## src/rtl/slc_pkg.sv

```systemverilog
// Shared widths and the normalized word type for the slice index normalizer.
`timescale 1ns / 1ps
package slc_pkg;

  // Width of the signed index ports.
  localparam int PORT_W = 32;
  // Sequence length and slice count widths.
  localparam int LEN_W  = 31;
  localparam int CNT_W  = 31;
  // Normalized indices lie in [-1, length] and a step read from a 32-bit port
  // fits 33 signed bits, so every value after the front fits this width.
  localparam int VW     = 33;

  typedef struct packed {
    logic signed [VW-1:0] start;
    logic signed [VW-1:0] stop;
    logic signed [VW-1:0] step;
    logic                 neg;
    logic                 err;
  } slc_item_t;

endpackage

```

## src/rtl/slc_queue.sv

```systemverilog
// Two-entry queue that decouples the front from the divider pipeline.
`timescale 1ns / 1ps
module slc_queue (
  input  logic               clk_i,
  input  logic               rst_ni,
  input  logic               push_i,
  input  slc_pkg::slc_item_t item_i,
  output logic               full_o,
  output logic               valid_o,
  input  logic               take_i,
  output slc_pkg::slc_item_t item_o
);

  slc_pkg::slc_item_t mem_q [2];
  logic       wr_ptr_q, wr_ptr_d;
  logic       rd_ptr_q, rd_ptr_d;
  logic [1:0] cnt_q, cnt_d;
  logic       do_push, do_pop;

  assign full_o  = (cnt_q == 2'd2);
  assign valid_o = (cnt_q != 2'd0);
  assign item_o  = mem_q[rd_ptr_q];
  assign do_push = push_i && !full_o;
  assign do_pop  = take_i && valid_o;

  always_comb begin
    wr_ptr_d = do_push ? ~wr_ptr_q : wr_ptr_q;
    rd_ptr_d = do_pop ? ~rd_ptr_q : rd_ptr_q;
    cnt_d    = cnt_q + 2'(do_push) - 2'(do_pop);
  end

  always_ff @(posedge clk_i or negedge rst_ni) begin
    if (!rst_ni) begin
      wr_ptr_q <= 1'b0;
      rd_ptr_q <= 1'b0;
      cnt_q    <= 2'd0;
    end else begin
      wr_ptr_q <= wr_ptr_d;
      rd_ptr_q <= rd_ptr_d;
      cnt_q    <= cnt_d;
    end
  end

  always_ff @(posedge clk_i) begin
    if (do_push) begin
      mem_q[wr_ptr_q] <= item_i;
    end
  end

endmodule

```

## config.mk

```make
export PLATFORM = sky130hd
export DESIGN_NAME = slc_queue
export DESIGN_NICKNAME = d
export VERILOG_FILES = /design/src/rtl/slc_pkg.sv /design/src/rtl/slc_queue.sv
export SDC_FILE = /design/constraint.sdc
export NUM_CORES = 1
export LEC_CHECK = 0
export BUFFER_PORTS_ARGS = -buffer_cell sky130_fd_sc_hd__clkbuf_2
export CORE_UTILIZATION = 30
export DETAILED_ROUTE_END_ITERATION = 8
export GPL_ROUTABILITY_DRIVEN = 0
export GPL_TIMING_DRIVEN = 0
export SLEW_MARGIN = 30
export SYNTH_ARGS = -nofsm -noshare
export SYNTH_HDL_FRONTEND = slang
export SYNTH_SLANG_ARGS = --single-unit
```

## constraint.sdc

```tcl
create_clock -name clk_i -period 5.64 [get_ports clk_i]
set_input_delay 0.282 -clock clk_i [delete_from_list [all_inputs] [get_ports clk_i]]
set_output_delay 0.282 -clock clk_i [all_outputs]
set_load 0.005 [all_outputs]
```

Word level (Yosys, flattened, before mapping):

Memories as Yosys holds them, arrays and structs flattened.
Cells that the tools add are included.

* add/subtract/negate cells: 2
* eq/ne operators: 1
* mux-type cells: 2
* bitwise logic cells: 2
* reduce and logical (&&, ||, !) cells: 4

Operators with widths (number)
* $add 2x1->2: 1
* $eq 2x2->1 const B: 1
* $logic_and 1x1->1: 2
* $mux 1: 2
* $not 1->1: 2
* $reduce_bool 2->1: 1
* $sub 2x1->2: 1
* $logic_not 1->1: 1

* bits in registers: 4
* RAM bits: 202
* input bits: 105
* memories: 1

Memories
* mem_q: depth 2, bits a word 101, read ports 1, clocked after memory_dff 0, wr ports 1, RTL line slc_queue.sv:14 `slc_pkg::slc_item_t mem_q [2];`

Longest topological paths before layout:

* word-level depth: 5
* depth in mapped cells: 7
* depth with buffers taken out: 7

Worst setup path before layout:

Ideal clock, no wire load.

* kind: register -> register
* from: register cnt_q[1]
* to: memory mem_q[0][0] (netlist bit), enable pin
* arrival: 4.792 ns
* slack: 0.286 ns
* cell stages (with the launch flop): 4
* buffers on the path: 0
* path through: dfrtp_1 nand2b_1 nand2_1 nor2_1

* word-level cells in the longest chain between the ends: 5

RTL lines
* start: declaration: RTL line slc_queue.sv:17 `logic [1:0] cnt_q, cnt_d;`
* start signal: assignment: RTL line slc_queue.sv:40 `cnt_q <= cnt_d;`
* $eq 2x2->1: RTL line slc_queue.sv:20 `assign full_o = (cnt_q == 2'd2);`
* $logic_not 1->1: RTL line slc_queue.sv:23 `assign do_push = push_i && !full_o;`
* $logic_and 1x1->1: RTL line slc_queue.sv:23
* $mux 1: RTL line slc_queue.sv:45 `if (do_push) begin`
* $mux 1 (implied by the code): RTL line slc_queue.sv:46 `mem_q[wr_ptr_q] <= item_i;`
* end: declaration: RTL line slc_queue.sv:14

No other way between the ends.

==> impl.org <==
** Timing
- Fin crit period :: ~2.1 ns
- Setup violations remaining at the end of the flow were counted as 0.
- Setup repair after global routing left no endpoint under its margin.
- Total count of hold-check failures in the final report :: 0
- Clock tree skew after final layout :: roughly 0.0094 ns
- The count of final max-slew check failures is 0.
- Final worst hold slack :: between 0.1 and 0.15 ns
- At the pin with the least slew margin, the transition time is 0.5922 ns.
- Share of the cycle needed by the critical path after routing :: 37.43%
- Setup total negative slack on the finished layout was measured at 0 ns.
- Max frequency :: ~0.47 GHz
- Slew margin rel. :: 60.43%

** Routing
- Count of antenna-violating nets left after detailed routing :: 0
- Via total after detailed routing :: 4251
- The final layout contains routed wiring with a total length of roughly 16 mm.
- The first detailed-routing pass took 4 iterations.
- After detailed routing, the number of remaining DRC violations is 0.
- Detailed-route wire length per cell :: 15.56 um
- After detailed routing, the number of vias per cell comes to 4.176.
- The first routing iteration left about 150 violations.

** GRT
- The number of antenna violations at the first check in global routing is 1.
- Number of global-route vias before repair :: ~4600
- Entering global routing, the biggest net connects 45 pins.
- Across every metal layer, demand over resource in global routing totals 11.57%.
- First-pass GRT wire length :: approximately 24 mm
- Grt ovf :: 0

** Yosys
- Post-Synthesis Mean Instance Area :: roughly 24 um2
- Summing the areas of all and, or, nand and nor instances in the mapped netlist gives 0.4484% of the synthesized area.
- The cell count after synthesis came out at 332.
- Most instantiated cells after synthesis :: 202 x sky130_fd_sc_hd__edfxtp_1, 80 x sky130_fd_sc_hd__mux2_4, 21 x sky130_fd_sc_hd__mux2_2
- In the post-synthesis netlist, the biggest area contributors are sky130_fd_sc_hd__edfxtp_1 78%, sky130_fd_sc_hd__mux2_4 15%, sky130_fd_sc_hd__mux2_2 3.0%, sky130_fd_sc_hd__dfrtp_1 1.3%, sky130_fd_sc_hd__buf_6 1.2%.
- Nets in the synthesized netlist :: roughly 440
- The Yosys step of the flow raised 0 warnings.
- The synthesized netlist devotes 0% of its cell area to compound gates.
- The synthesized netlist occupies a cell area of roughly 0.0078 mm2.
- In the synthesized netlist the dominant register cell turns out to be sky130_fd_sc_hd__edfxtp_1.
- Adder-Cell Fraction of Synth Area :: less than 1%
- Of all cell types, the one taking the most synthesized area is sky130_fd_sc_hd__edfxtp_1.
- Counting flops with a built-in enable in the synthesized netlist gives between 200 and 250.
- Of the total synthesized cell area, the portion taken by XOR and XNOR cells is less than 1%.
- By area, the combinational part of the netlist is dominated by multiplexers.
- Dominant cell by count in the synthesized netlist :: sky130_fd_sc_hd__edfxtp_1
- The number of different library cells used by synthesis comes to 17.
- For this run, asynchronously set or reset flops after synthesis account for 1.942%.
- Portion of netlist area occupied by mux cells :: around 18%
- The share of the Yosys chip area taken by registers is around four fifths.
- Yosys top cell area share :: between 70% and 80%
- In this run, synthesis produced a sequential element count of just over 200.

** Cells and area
- Area delta synth->final :: 43.41%
- Of the cells placed in the final design, the portion with a size suffix greater than 1 is between 50% and 60%.
- 0 antenna diodes ended up in the layout.
- After the last flow step, the layout net total stands at between 700 and 800.
- The layout has 2247 filler cells.
- Leaving out filler cells and counting taps, the final layout contains 1018.
- With fillers left out, the area of the finished cells amounts to roughly 0.011 mm2.

** Critical path
- Critical Setup Path Class :: reg -> out
- Setup slack on the worst reg-to-reg path comes out at 3.70 ns.
- Highest net fanout along the worst path :: 10
- Top Family by Delay on Critical Path :: buffers and inverters
- The endpoint identified for the worst register-to-register timing path is mem_q[0][72]$_DFFE_PP_.
- Data on the critical path arrives at its endpoint at 1.83 ns.
- Tracing the worst setup path back leads to its startpoint at rd_ptr_q$_DFFE_PN0P_.
- Together, buffers and inverters on the worst path number 3.
- STA classifies the critical path startpoint as a flop.
- Logic depth of the worst setup path including buffers :: 4
- RR Startpoint :: cnt_q[1]$_DFF_PN0_
- R2r worst-path depth :: 5
- The most critical setup path has its endpoint at item_o[68].
- Cell chain of the critical path :: buf_4 > buf_6 > mux2_4 > clkbuf_2
- In this design, the stage delay of the slowest critical-path cell is approximately 0.37 ns.
- STA classifies the critical path endpoint as an output port.
- At the worst endpoint, the required time is roughly 5.4 ns.
- Crit path max-delay cell type :: sky130_fd_sc_hd__dfrtp_1

** Floorplan
- The die is around 160 um tall.
- The die covers 0.02669 mm2.
- In this run the core area contains 58 standard-cell rows.
- In this run the horizontal extent of the chip is between 150 and 200 um.
- Core area :: approximately 0.025 mm2
- # IOs :: around 210
- Once the floorplan was initialized, standard cells occupied between 30% and 40% of the core.

** CTS
- In this run the clock root is driven by a sky130_fd_sc_hd__clkbuf_16.
- TritonCTS clock tree :: done
- Clock net sink count :: approximately 210
- Source-to-sink clock delay at the later pin of the worst-skew pair :: just under 0.5 ns
- Clock H-tree levels :: 1
- Bufs on Longest Clock Path :: 3
- Post-CTS clock slew at the launch and capture registers of the worst setup and hold paths :: around 0.060 ns
- In this run, CTS created clock tree buffers numbering 22.

** Placed design
- Once placement completed, the tool counted placed cells totaling roughly 880.
- Post-Place Cell Area :: about 0.0095 mm2
- In this run the tool buffered the top-level ports with between 200 and 250 buffer cells.
- Detailed placement finished with a half-perimeter wire length of ~10 mm.

** Power
- IR analysis of the VDD net gives a maximum drop of between 0.2 and 0.3 mV.
- Summed over all cells, the static leakage comes to about 4.5 nW.
- In this run the power density over the cells is around 480 mW/mm2.

** Run status
- The flow ran to the end, and the final reports show no timing, DRC or antenna violations.

** Job
- Total of max-cap violations :: 0

** Hold path
- The path class of the tightest hold or removal check is in -> reg.
## repair_timing
action                                 4_1_cts  5_1_grt
hold buffers                               102        0
endpoints found under the hold margin      206        0
gates resized for setup                      0        0
buffers inserted                             0        0
setup endpoints to repair                    0        0
## registers in the layout (all words and copies together) (netlist names)
signal    flops
rd_ptr_q      1
mem_q       202
wr_ptr_q      1
cnt_q         2
## final cells by class
class / count / area [um2] / area share (%)
Clock inverter: 8 / 85.08 / 0.7593
Inverter: 2 / 7.507 / 0.06699
Multi-Input combinational cell: 113 / 1545 / 13.79
Tap cell: 330 / 412.9 / 3.685
Clock buffer: 32 / 639.4 / 5.706
Timing Repair Buffer: 316 / 2242 / 20.01
Buffer: 11 / 107.6 / 0.9603
Sequential cell: 206 / 6166 / 55.02
## kinds of logic (layout without fill, tap and decap cells)
family,after synthesis,after routing
flops,206,206
mux,101,101
buf+inv,13,369
simple gates,6,6
xor+xnor,4,4
fa+ha+maj,2,2
## layout by cell type, fill, tap and decap left out, types with 4 or more instances in the layout
master / synthesis / final
sky130_fd_sc_hd__buf_16: 0 / 6
sky130_fd_sc_hd__buf_6: 8 / 8
sky130_fd_sc_hd__clkbuf_1: 0 / 6
sky130_fd_sc_hd__clkbuf_16: 0 / 23
sky130_fd_sc_hd__clkbuf_2: 0 / 207
sky130_fd_sc_hd__clkinv_1: 0 / 4
sky130_fd_sc_hd__dfrtp_1: 4 / 4
sky130_fd_sc_hd__dlygate4sd3_1: 0 / 102
sky130_fd_sc_hd__edfxtp_1: 202 / 202
sky130_fd_sc_hd__mux2_2: 21 / 21
sky130_fd_sc_hd__mux2_4: 80 / 80
## tightest hold or removal path, stage by stage
cell and delay [ns]:
sky130_fd_sc_hd__clkbuf_2 0.09, sky130_fd_sc_hd__and2_4 0.14, sky130_fd_sc_hd__xor2_1 0.06
## layer usage
layer	track usage, %	wire length (um)
met5	0	15
met4	3.526	427
met3	3.276	1068
met2	20.86	7976
met1	13.14	6348
## per-stage QoR
stage | setup slack, ns | util (%) | power, mW
after global placement | -2.177 | 36.47 | 3.845
after floorplan | 0.2863 | - | 3.247
final | 3.529 | 44.12 | 5.334
after CTS | 3.436 | 44.12 | 5.434
after detailed placement | 3.691 | 37.25 | 3.928
after global routing | 3.413 | 44.12 | 5.611
## worst min path at each step
stage               cells after the start  startpoint              endpoint
floorplan                               0      rst_ni    cnt_q[0]$_DFF_PN0_
global placement                        1      rst_ni    cnt_q[0]$_DFF_PN0_
detailed placement                      1      rst_ni  wr_ptr_q$_DFFE_PN0N_
CTS                                     3      take_i  rd_ptr_q$_DFFE_PN0P_
global route                            3      take_i  rd_ptr_q$_DFFE_PN0P_
finish                                  3      take_i  rd_ptr_q$_DFFE_PN0P_
## power breakdown
part	leakage (nW)	internal, mW	total (mW)	switching, mW
clock network	0.354	0.874	1.42	0.549
registers	1.92	2.09	2.18	0.0849
logic	2.22	0.958	1.74	0.777
total	4.50	3.92	5.33	1.41
(Power assumes the default switching activity.)
